===== src/design/dsa_pkg.sv =====
package dsa_pkg;

  localparam logic OP_LOAD = 1'b0;
  localparam logic OP_EXEC = 1'b1;

  localparam logic [1:0] FUNC_ADD = 2'd0;
  localparam logic [1:0] FUNC_SUB = 2'd1;
  localparam logic [1:0] FUNC_MUL = 2'd2;
  localparam logic [1:0] FUNC_CMP = 2'd3;

  // Largest number of result digits that the 5-bit result index can carry.
  localparam int MaxOut = 32;

  typedef struct packed {
    logic       op;
    logic [4:0] digit_index;
    logic [3:0] a_digit;
    logic [3:0] b_digit;
    logic [1:0] func;
    logic       a_negative;
    logic       b_negative;
  } dsa_in_t;

  typedef struct packed {
    logic [3:0] result_digit;
    logic [4:0] result_index;
    logic       result_negative;
    logic       last;
    logic       greater;
    logic       equal;
  } dsa_out_t;

  typedef struct packed {
    logic [3:0] a;
    logic [3:0] b;
  } dsa_pair_t;

  typedef enum logic [1:0] {
    MODE_ADD,
    MODE_SUB,
    MODE_MUL
  } dsa_mode_e;

endpackage


===== src/design/dsa_opmem.sv =====
module dsa_opmem #(
  parameter int DIGITS = 32,
  parameter int AW     = 5
) (
  input  logic               clk_i,
  input  logic               rst_ni,
  input  logic               we_i,
  input  logic [AW-1:0]      waddr_i,
  input  logic [3:0]         a_digit_i,
  input  logic [3:0]         b_digit_i,
  input  logic               re_i,
  input  logic [AW-1:0]      raddr_i,
  output dsa_pkg::dsa_pair_t rdata_o
);
  import dsa_pkg::*;

  dsa_pair_t         mem [DIGITS];
  logic [DIGITS-1:0] valid_q;
  dsa_pair_t         rdata_q;
  dsa_pair_t         wdata;

  // Digits above nine are stored as nine.
  always_comb begin
    wdata.a = (a_digit_i > 4'd9) ? 4'd9 : a_digit_i;
    wdata.b = (b_digit_i > 4'd9) ? 4'd9 : b_digit_i;
  end

  always_ff @(posedge clk_i) begin
    if (we_i) begin
      mem[waddr_i] <= wdata;
    end
  end

  always_ff @(posedge clk_i or negedge rst_ni) begin
    if (!rst_ni) begin
      valid_q <= '0;
    end else if (we_i) begin
      valid_q[waddr_i] <= 1'b1;
    end
  end

  // An entry never loaded since reset reads as zero.
  always_ff @(posedge clk_i) begin
    if (re_i) begin
      rdata_q <= valid_q[raddr_i] ? mem[raddr_i] : '0;
    end
  end

  assign rdata_o = rdata_q;

endmodule


===== src/design/dsa_wmem.sv =====
module dsa_wmem #(
  parameter int DIGITS = 32,
  parameter int AW     = 5
) (
  input  logic          clk_i,
  input  logic          we_i,
  input  logic [AW-1:0] waddr_i,
  input  logic [3:0]    wdata_i,
  input  logic          re_i,
  input  logic [AW-1:0] raddr_i,
  output logic [3:0]    rdata_o
);

  logic [3:0] mem [DIGITS];
  logic [3:0] rdata_q;

  always_ff @(posedge clk_i) begin
    if (we_i) begin
      mem[waddr_i] <= wdata_i;
    end
  end

  always_ff @(posedge clk_i) begin
    if (re_i) begin
      rdata_q <= mem[raddr_i];
    end
  end

  assign rdata_o = rdata_q;

endmodule


===== src/design/dsa_dunit.sv =====
module dsa_dunit (
  input  dsa_pkg::dsa_mode_e mode_i,
  input  logic [3:0]         x_i,
  input  logic [3:0]         y_i,
  input  logic [3:0]         w_i,
  input  logic [3:0]         c_i,
  output logic [3:0]         digit_o,
  output logic [3:0]         carry_o
);
  import dsa_pkg::*;

  logic [7:0] prod;
  logic [6:0] sum;
  logic [4:0] diff;

  assign prod = 8'(x_i) * 8'(y_i);

  always_comb begin
    sum     = '0;
    diff    = '0;
    digit_o = '0;
    carry_o = '0;
    case (mode_i)
      MODE_ADD, MODE_MUL: begin
        if (mode_i == MODE_ADD) begin
          sum = 7'(x_i) + 7'(y_i) + 7'(c_i);
        end else begin
          sum = 7'(8'(w_i) + prod + 8'(c_i));
        end
        // The sum stays below 100, so the tens digit is a count of thresholds passed.
        for (int m = 1; m <= 9; m++) begin
          if (sum >= 7'(10 * m)) begin
            carry_o = 4'(m);
          end
        end
        digit_o = 4'(sum - 7'(carry_o) * 7'd10);
      end
      MODE_SUB: begin
        diff = 5'(x_i) - 5'(y_i) - 5'(c_i);
        if (diff[4]) begin
          digit_o = 4'(diff + 5'd10);
          carry_o = 4'd1;
        end else begin
          digit_o = diff[3:0];
        end
      end
      default: begin
        digit_o = '0;
        carry_o = '0;
      end
    endcase
  end

endmodule


===== src/design/decimal_signed_add_sub_mul_core.sv =====
// Channel   Direction  Payload     Transfer
// in        input      dsa_in_t    in_valid_i high, in_stall_o low
// out       output     dsa_out_t   out_valid_o high, out_stall_i low
//
// Every digit step is a read state, then a compute/write state on the digit memories.
// Compare: a magnitude scan, then the flag result. Add or subtract: one digit pass,
// after a magnitude scan when the effective signs differ. Multiply: a clear of the
// work digits, then one row pass per lower-half digit of a. Result digits are read,
// then registered. Reset clears the operands through per-digit valid bits at once.
// The input is stalled while an execute runs; output stall holds the sequencer.
module decimal_signed_add_sub_mul_core #(
  parameter int DIGITS = 32
) (
  input  logic              clk_i,
  input  logic              rst_ni,
  input  logic              in_valid_i,
  output logic              in_stall_o,
  input  dsa_pkg::dsa_in_t  in_data_i,
  output logic              out_valid_o,
  input  logic              out_stall_i,
  output dsa_pkg::dsa_out_t out_data_o
);
  import dsa_pkg::*;

  localparam int AW       = (DIGITS > 1) ? $clog2(DIGITS) : 1;
  localparam int KW       = AW + 1;
  localparam int Half     = DIGITS / 2;
  localparam int OutCount = (DIGITS < MaxOut) ? DIGITS : MaxOut;

  localparam logic [3:0] S_IDLE  = 4'd0;
  localparam logic [3:0] S_CMPRD = 4'd1;
  localparam logic [3:0] S_CMPEX = 4'd2;
  localparam logic [3:0] S_ASRD  = 4'd3;
  localparam logic [3:0] S_ASEX  = 4'd4;
  localparam logic [3:0] S_CLR   = 4'd5;
  localparam logic [3:0] S_MARD  = 4'd6;
  localparam logic [3:0] S_MALD  = 4'd7;
  localparam logic [3:0] S_MRD   = 4'd8;
  localparam logic [3:0] S_MEX   = 4'd9;
  localparam logic [3:0] S_ORD   = 4'd10;
  localparam logic [3:0] S_OWR   = 4'd11;
  localparam logic [3:0] S_COUT  = 4'd12;

  logic [3:0]    state_q, state_d;
  logic [AW-1:0] cnt_q, cnt_d;
  logic [AW-1:0] row_q, row_d;
  logic [KW-1:0] k_q, k_d;
  logic [3:0]    carry_q, carry_d;
  logic [3:0]    arow_q, arow_d;
  logic [1:0]    func_q, func_d;
  logic          aneg_q, aneg_d;
  logic          bneg_q, bneg_d;
  logic          gtm_q, gtm_d;
  logic          ltm_q, ltm_d;
  logic          out_valid_q, out_valid_d;
  dsa_out_t      out_q, out_d;

  logic          in_xfer;
  logic          out_free;
  logic          rneg;
  logic          cmp_gt;
  logic          cmp_eq;
  logic [KW-1:0] wsum;

  logic          op_we;
  logic          op_re;
  logic [AW-1:0] op_raddr;
  dsa_pair_t     op_rdata;
  logic          w_we;
  logic [AW-1:0] w_waddr;
  logic [3:0]    w_wdata;
  logic          w_re;
  logic [AW-1:0] w_raddr;
  logic [3:0]    w_rdata;

  dsa_mode_e     mode;
  logic [3:0]    ux, uy, udigit, ucarry;

  assign in_stall_o  = (state_q != S_IDLE);
  assign in_xfer     = in_valid_i && !in_stall_o;
  assign out_free    = !out_valid_q || !out_stall_i;
  assign out_valid_o = out_valid_q;
  assign out_data_o  = out_q;

  assign op_we = in_xfer && (in_data_i.op == OP_LOAD) && (32'(in_data_i.digit_index) < DIGITS);

  dsa_opmem #(.DIGITS(DIGITS), .AW(AW)) u_opmem (
    .clk_i     (clk_i),
    .rst_ni    (rst_ni),
    .we_i      (op_we),
    .waddr_i   (AW'(in_data_i.digit_index)),
    .a_digit_i (in_data_i.a_digit),
    .b_digit_i (in_data_i.b_digit),
    .re_i      (op_re),
    .raddr_i   (op_raddr),
    .rdata_o   (op_rdata)
  );

  dsa_wmem #(.DIGITS(DIGITS), .AW(AW)) u_wmem (
    .clk_i   (clk_i),
    .we_i    (w_we),
    .waddr_i (w_waddr),
    .wdata_i (w_wdata),
    .re_i    (w_re),
    .raddr_i (w_raddr),
    .rdata_o (w_rdata)
  );

  dsa_dunit u_dunit (
    .mode_i  (mode),
    .x_i     (ux),
    .y_i     (uy),
    .w_i     (w_rdata),
    .c_i     (carry_q),
    .digit_o (udigit),
    .carry_o (ucarry)
  );

  // Sign and flags follow from the stored signs and the magnitude scan.
  always_comb begin
    if (func_q == FUNC_MUL) begin
      rneg = aneg_q ^ bneg_q;
    end else if (aneg_q == bneg_q) begin
      rneg = bneg_q;
    end else begin
      rneg = gtm_q ? aneg_q : bneg_q;
    end
    if (aneg_q != bneg_q) begin
      cmp_gt = !aneg_q;
    end else begin
      cmp_gt = aneg_q ? ltm_q : gtm_q;
    end
    cmp_eq = (aneg_q == bneg_q) && !gtm_q && !ltm_q;
  end

  // Unlike signs subtract the smaller magnitude from the larger.
  always_comb begin
    mode = MODE_ADD;
    ux   = op_rdata.a;
    uy   = op_rdata.b;
    if (state_q == S_MEX) begin
      mode = MODE_MUL;
      ux   = arow_q;
      uy   = (k_q == KW'(Half)) ? 4'd0 : op_rdata.b;
    end else if (aneg_q != bneg_q) begin
      mode = MODE_SUB;
      if (!gtm_q) begin
        ux = op_rdata.b;
        uy = op_rdata.a;
      end
    end
  end

  assign wsum = KW'(row_q) + k_q;

  always_comb begin
    state_d     = state_q;
    cnt_d       = cnt_q;
    row_d       = row_q;
    k_d         = k_q;
    carry_d     = carry_q;
    arow_d      = arow_q;
    func_d      = func_q;
    aneg_d      = aneg_q;
    bneg_d      = bneg_q;
    gtm_d       = gtm_q;
    ltm_d       = ltm_q;
    out_d       = out_q;
    out_valid_d = out_valid_q && out_stall_i;
    op_re       = 1'b0;
    op_raddr    = cnt_q;
    w_we        = 1'b0;
    w_waddr     = cnt_q;
    w_wdata     = udigit;
    w_re        = 1'b0;
    w_raddr     = cnt_q;

    case (state_q)
      S_IDLE: begin
        if (in_xfer && in_data_i.op == OP_EXEC) begin
          func_d  = in_data_i.func;
          aneg_d  = in_data_i.a_negative;
          bneg_d  = in_data_i.b_negative ^ (in_data_i.func == FUNC_SUB);
          gtm_d   = 1'b0;
          ltm_d   = 1'b0;
          carry_d = '0;
          if (in_data_i.func == FUNC_MUL) begin
            cnt_d   = '0;
            state_d = S_CLR;
          end else if (in_data_i.func == FUNC_CMP ||
                       in_data_i.a_negative != bneg_d) begin
            cnt_d   = AW'(DIGITS - 1);
            state_d = S_CMPRD;
          end else begin
            cnt_d   = '0;
            state_d = S_ASRD;
          end
        end
      end
      S_CMPRD: begin
        op_re   = 1'b1;
        state_d = S_CMPEX;
      end
      S_CMPEX: begin
        if (!gtm_q && !ltm_q) begin
          gtm_d = op_rdata.a > op_rdata.b;
          ltm_d = op_rdata.a < op_rdata.b;
        end
        if (cnt_q == '0) begin
          state_d = (func_q == FUNC_CMP) ? S_COUT : S_ASRD;
        end else begin
          cnt_d   = cnt_q - 1'b1;
          state_d = S_CMPRD;
        end
      end
      S_ASRD: begin
        op_re   = 1'b1;
        state_d = S_ASEX;
      end
      S_ASEX: begin
        w_we    = 1'b1;
        carry_d = ucarry;
        if (cnt_q == AW'(DIGITS - 1)) begin
          cnt_d   = '0;
          state_d = S_ORD;
        end else begin
          cnt_d   = cnt_q + 1'b1;
          state_d = S_ASRD;
        end
      end
      S_CLR: begin
        w_we    = 1'b1;
        w_wdata = '0;
        if (cnt_q == AW'(DIGITS - 1)) begin
          row_d   = '0;
          state_d = S_MARD;
        end else begin
          cnt_d = cnt_q + 1'b1;
        end
      end
      S_MARD: begin
        op_re    = 1'b1;
        op_raddr = row_q;
        state_d  = S_MALD;
      end
      S_MALD: begin
        arow_d  = op_rdata.a;
        k_d     = '0;
        carry_d = '0;
        state_d = S_MRD;
      end
      S_MRD: begin
        // One step is fully written back before the next read, so no forwarding.
        op_re    = 1'b1;
        op_raddr = AW'(k_q);
        w_re     = 1'b1;
        w_raddr  = AW'(wsum);
        state_d  = S_MEX;
      end
      S_MEX: begin
        w_we    = 1'b1;
        w_waddr = AW'(wsum);
        carry_d = ucarry;
        if (k_q == KW'(Half)) begin
          if (row_q == AW'(Half - 1)) begin
            cnt_d   = '0;
            state_d = S_ORD;
          end else begin
            row_d   = row_q + 1'b1;
            state_d = S_MARD;
          end
        end else begin
          k_d     = k_q + 1'b1;
          state_d = S_MRD;
        end
      end
      S_ORD: begin
        w_re    = 1'b1;
        state_d = S_OWR;
      end
      S_OWR: begin
        if (out_free) begin
          out_valid_d           = 1'b1;
          out_d.result_digit    = w_rdata;
          out_d.result_index    = 5'(cnt_q);
          out_d.result_negative = rneg;
          out_d.last            = (cnt_q == AW'(OutCount - 1));
          out_d.greater         = 1'b0;
          out_d.equal           = 1'b0;
          if (cnt_q == AW'(OutCount - 1)) begin
            state_d = S_IDLE;
          end else begin
            cnt_d   = cnt_q + 1'b1;
            state_d = S_ORD;
          end
        end
      end
      S_COUT: begin
        if (out_free) begin
          out_valid_d           = 1'b1;
          out_d.result_digit    = '0;
          out_d.result_index    = '0;
          out_d.result_negative = 1'b0;
          out_d.last            = 1'b1;
          out_d.greater         = cmp_gt;
          out_d.equal           = cmp_eq;
          state_d               = S_IDLE;
        end
      end
      default: begin
        state_d = S_IDLE;
      end
    endcase
  end

  always_ff @(posedge clk_i or negedge rst_ni) begin
    if (!rst_ni) begin
      state_q     <= S_IDLE;
      cnt_q       <= '0;
      row_q       <= '0;
      k_q         <= '0;
      carry_q     <= '0;
      out_valid_q <= 1'b0;
    end else begin
      state_q     <= state_d;
      cnt_q       <= cnt_d;
      row_q       <= row_d;
      k_q         <= k_d;
      carry_q     <= carry_d;
      out_valid_q <= out_valid_d;
    end
  end

  always_ff @(posedge clk_i) begin
    arow_q <= arow_d;
    func_q <= func_d;
    aneg_q <= aneg_d;
    bneg_q <= bneg_d;
    gtm_q  <= gtm_d;
    ltm_q  <= ltm_d;
    out_q  <= out_d;
  end

  a_k_range: assert property (@(posedge clk_i) disable iff (!rst_ni)
    state_q == S_MEX |-> k_q <= KW'(Half))
    else $error("multiply step index past the row end");

  a_carry_range: assert property (@(posedge clk_i) disable iff (!rst_ni)
    (state_q == S_MEX || state_q == S_ASEX) |-> carry_q <= 4'd9)
    else $error("digit carry out of range");

  a_mag_excl: assert property (@(posedge clk_i) disable iff (!rst_ni)
    state_q == S_CMPEX |=> !(gtm_q && ltm_q))
    else $error("magnitude compare both greater and less");

  a_owr_load: assert property (@(posedge clk_i) disable iff (!rst_ni)
    (state_q == S_OWR && out_free) |=> out_valid_q)
    else $error("result digit not loaded into the output register");

endmodule


===== config.mk =====
export PLATFORM = sky130hd
export DESIGN_NAME = decimal_signed_add_sub_mul_core
export DESIGN_NICKNAME = d
export VERILOG_FILES = /design/src/design/dsa_pkg.sv /design/src/design/dsa_opmem.sv /design/src/design/dsa_wmem.sv /design/src/design/dsa_dunit.sv /design/src/design/decimal_signed_add_sub_mul_core.sv
export SDC_FILE = /design/constraint.sdc
export NUM_CORES = 1
export LEC_CHECK = 0
export BUFFER_PORTS_ARGS = -buffer_cell sky130_fd_sc_hd__buf_2
export CORE_MARGIN = 10
export CORE_UTILIZATION = 25
export CTS_CLUSTER_SIZE = 14
export DETAILED_ROUTE_END_ITERATION = 8
export MAX_ROUTING_LAYER = met4
export SLEW_MARGIN = 20
export SYNTH_ARGS = -nofsm -noshare
export SYNTH_HDL_FRONTEND = slang
export SYNTH_SLANG_ARGS = --single-unit
export TNS_END_PERCENT = 50

===== constraint.sdc =====
create_clock -name clk_i -period 10.84 [get_ports clk_i]
set_input_delay 0.542 -clock clk_i [delete_from_list [all_inputs] [get_ports clk_i]]
set_output_delay 0.542 -clock clk_i [all_outputs]
set_load 0.02 [all_outputs]

==> results by group <==
Placement
  – Hpwl dp: 34400 microns
  – PortBufs: 36
  – Gp weighted congestion: 0.869

Detailed routing
  – Drt drc: 0
  – DRT iter0 DRCs: 1391
  – Post-route ant nets: 0
  – Routed len/inst: 18.4 microns
  – Vias post-DR: 13500
  – Vias per inst: 4.75
  – Wl on met1: 24500 microns
  – Final Routed Wirelength: 52400 microns
  – Routed length on met2: 23600 microns
  – Metal3 WL: 3250 microns
  – First drt pass iteration count: 5
  – Highest routing layer actually used: met4

Clocking
  – CTS buffer count: 48
  – Setup repair bufs after CTS: 0
  – CTS tree: yes
  – Largest buffer count on any clock path: 3
  – Clock Latency Late Sink: 0.60 ns
  – CTS Sinks: 476
  – CTS H-tree depth: 2
  – Hold Buf Count CTS: 0
  – CTS resizes: 0
  – Clock Tree Root: clkbuf_16
  – Worst-path clk slew: 0.06 ns

STA
  – Slew HR: 29.1%
  – Fmax: 0.117 GHz
  – Worst-margin pin slew: 1.06 ns
  – Unrepaired setup endpoints after global routing: false
  – Min Clock Period, post-route: 8.54 ns
  – Final clock skew: 0.0229 ns
  – Setup TNS: 0 ns
  – Slew Limit Fails: 0
  – Final hold vios: 0
  – Final worst-path cycle share: 78.7%
  – Final setup vio count: 0

Global routing
  – Tot GR Track Use: 10.5%
  – Vias in the first global route: 13500
  – Pin count of the biggest net entering global routing: 135
  – Initial antenna violation count: 4
  – Congestion Overflow GR: 0
  – First-pass GRT wire length: 80800 microns

Floorplan
  – Std cell rows: 108
  – Die W: 317 microns
  – Core area: 87000 sq um
  – Die Area: 100000 sq um
  – I/O Pins: 37
  – Initial Utilization: 25.3%
  – Vert. Die Dim: 317 microns

Outcome
  – Status: finished clean

Min path
  – Worst min-delay path class: in -> async

Critical path
  – CP dominant cell by count: fa_1
  – Slowest CP cell: dfrtp_1
  – Crit start category: flip-flop
  – R2R setup slack: 2.30 ns
  – CP delay by family, top: adder cells
  – Critical path peak fanout: 32
  – Worst R2R End: u_wmem.mem[10][3]
  – FF-to-FF Start: state_q[3]
  – CP endpoint kind: flip-flop
  – Crit path buf inv count: 2
  – Worst setup path start: state_q[3]
  – CP arrival: 8.92 ns
  – Crit Path Class: reg -> reg
  – R2R cell count: 22
  – Crit path largest cell delay: 0.96 ns
  – Critical path required time: 11.22 ns
  – Crit path cell chain: nand4bb_1 > a31oi_1 > nand2_1 > fa_1 > fa_1 > fa_1 > inv_1 > fa_1 > nand3_1 > a22oi_1 > mux2_2 > o21ai_0 > nor4b_1 > o21a_1 > nor2_1 > ha_1 > fa_1 > xnor2_1 > or3_1 > a211o_1 > a31oi_2 > buf_4

Yosys
  – Top_reg_cell synth: edfxtp_1
  – Post-Syn Instances: 1615
  – Flops & latches, synth: 476
  – Cell variety after synth: 80
  – Syn avg cell area: 13.6 sq um
  – Syn_nets: 1697
  – Asr flop ratio synth: 12.0%
  – Number of synthesized flops with an enable pin: 419
  – Ys Warns: 0
  – Share of the yosys chip area belonging to registers: 63.7%
  – Cell area after synthesis: 22000 sq um

Finish
  – Fraction of layout cells with a size suffix above 1: 14.5%
  – Fin nets: 1737
  – Synth-to-layout area growth: 14.4%
  – Most frequent cells in the layout: edfxtp_1, nand2_1, mux2i_1, nor2_1, nand3_1
  – Commonest non-fill, non-tap cell in the layout: edfxtp_1

Job
  – Max cap viols: 0
[worst max-delay path by stage]
| stage | end | slack (ns) | cells after the start |
|---|---|---|---|
| after floorplan | u_wmem.mem[0][3] | 3.33 | 26 |
| after global placement | u_wmem.mem[24][3] | 2.82 | 22 |
| after detailed placement | u_wmem.mem[2][3] | 2.40 | 22 |
| after CTS | u_wmem.mem[10][3] | 2.34 | 22 |
| after global routing | u_wmem.mem[10][3] | 1.82 | 22 |
| final | u_wmem.mem[10][3] | 2.30 | 22 |
[metrics by stage]
stage	instances	hold slack (ns)	area, sq um	util (%)	setup WS, ns
floorplan	1615	0.246	22000	-	3.33
global placement	2760	0.437	23600	27.1	2.82
detailed placement	2760	0.450	23600	27.1	2.40
CTS	2848	0.172	25200	28.9	2.34
global route	2852	0.184	25200	28.9	1.82
finish	2852	0.182	25200	28.9	2.30
[registers in the layout, summed over array words and instances (netlist names), 5 cells and up]
register,flops
k_q,6
u_wmem.mem,128
u_opmem.mem,256
out_data_o,13
u_opmem.valid_q,32
u_opmem.rdata_o,8
row_q,5
cnt_q,5
[metal layers]
| layer | vias to the layer above | global-route usage, % |
|---|---|---|
| met5 | - | - |
| met4 | 0 | 2.65 |
| met3 | 87 | 2.13 |
| met2 | 436 | 15.6 |
| met1 | 6839 | 14.6 |
| li1 | 6172 | - |
[layout make-up]
class | instances | area [sq um]
fillers | 8785 | 61900
clock buffers | 62 | 1270
multi-input cells | 1009 | 7530
flip-flops and latches | 476 | 14000
diodes | 4 | 10.0
clock inverters | 26 | 284
well taps | 1155 | 1450
inverters | 56 | 210
repair buffers | 64 | 403
[cell families (layout without fill, tap and decap cells)]
kind of cell	Yosys count	count (layout)	synth area share, %
mux	165	165	9.42
fa+ha+maj	61	61	4.11
compound gates	283	283	9.06
other cells	0	4	0
buf+inv	130	208	2.60
xor+xnor	28	28	1.25
flops	476	476	63.7
simple gates	472	472	9.87
[synth_stat cells (5+ instances only)]
| master | count | area [sq um] |
|---|---|---|
| o2bb2a_4 | 8 | 160 |
| o21ai_0 | 55 | 275 |
| or2_2 | 34 | 213 |
| o31ai_1 | 12 | 90.1 |
| inv_1 | 55 | 206 |
| dfrtp_1 | 57 | 1430 |
| nor2b_1 | 10 | 62.6 |
| nand2_1 | 178 | 668 |
| nand4_1 | 5 | 31.3 |
| nor3_1 | 14 | 70.1 |
| a221oi_1 | 24 | 210 |
| buf_2 | 31 | 155 |
| and3_1 | 7 | 43.8 |
| nand2b_1 | 9 | 56.3 |
| a31oi_1 | 16 | 100 |
| o21a_1 | 5 | 37.5 |
| ha_1 | 41 | 513 |
| and2_1 | 12 | 75.1 |
| xor2_1 | 8 | 70.1 |
| mux4_2 | 32 | 721 |
| nand3_1 | 58 | 290 |
| mux2_2 | 9 | 101 |
| a22oi_1 | 12 | 90.1 |
| edfxtp_1 | 419 | 12600 |
| a211oi_1 | 11 | 82.6 |
| o21ai_1 | 10 | 50.1 |
| nor2_1 | 120 | 450 |
| xnor2_1 | 17 | 149 |
| fa_1 | 19 | 380 |
| mux2i_1 | 122 | 1220 |
| clkbuf_1 | 30 | 113 |
| a22o_1 | 6 | 52.6 |
| or3_1 | 7 | 43.8 |
| a21o_1 | 16 | 120 |
| buf_4 | 9 | 67.6 |
| a21oi_1 | 60 | 300 |
| o211ai_1 | 9 | 67.6 |
Power is not shown: default switching activity piles up to over one toggle a cycle in this logic, so the estimate is an artifact.
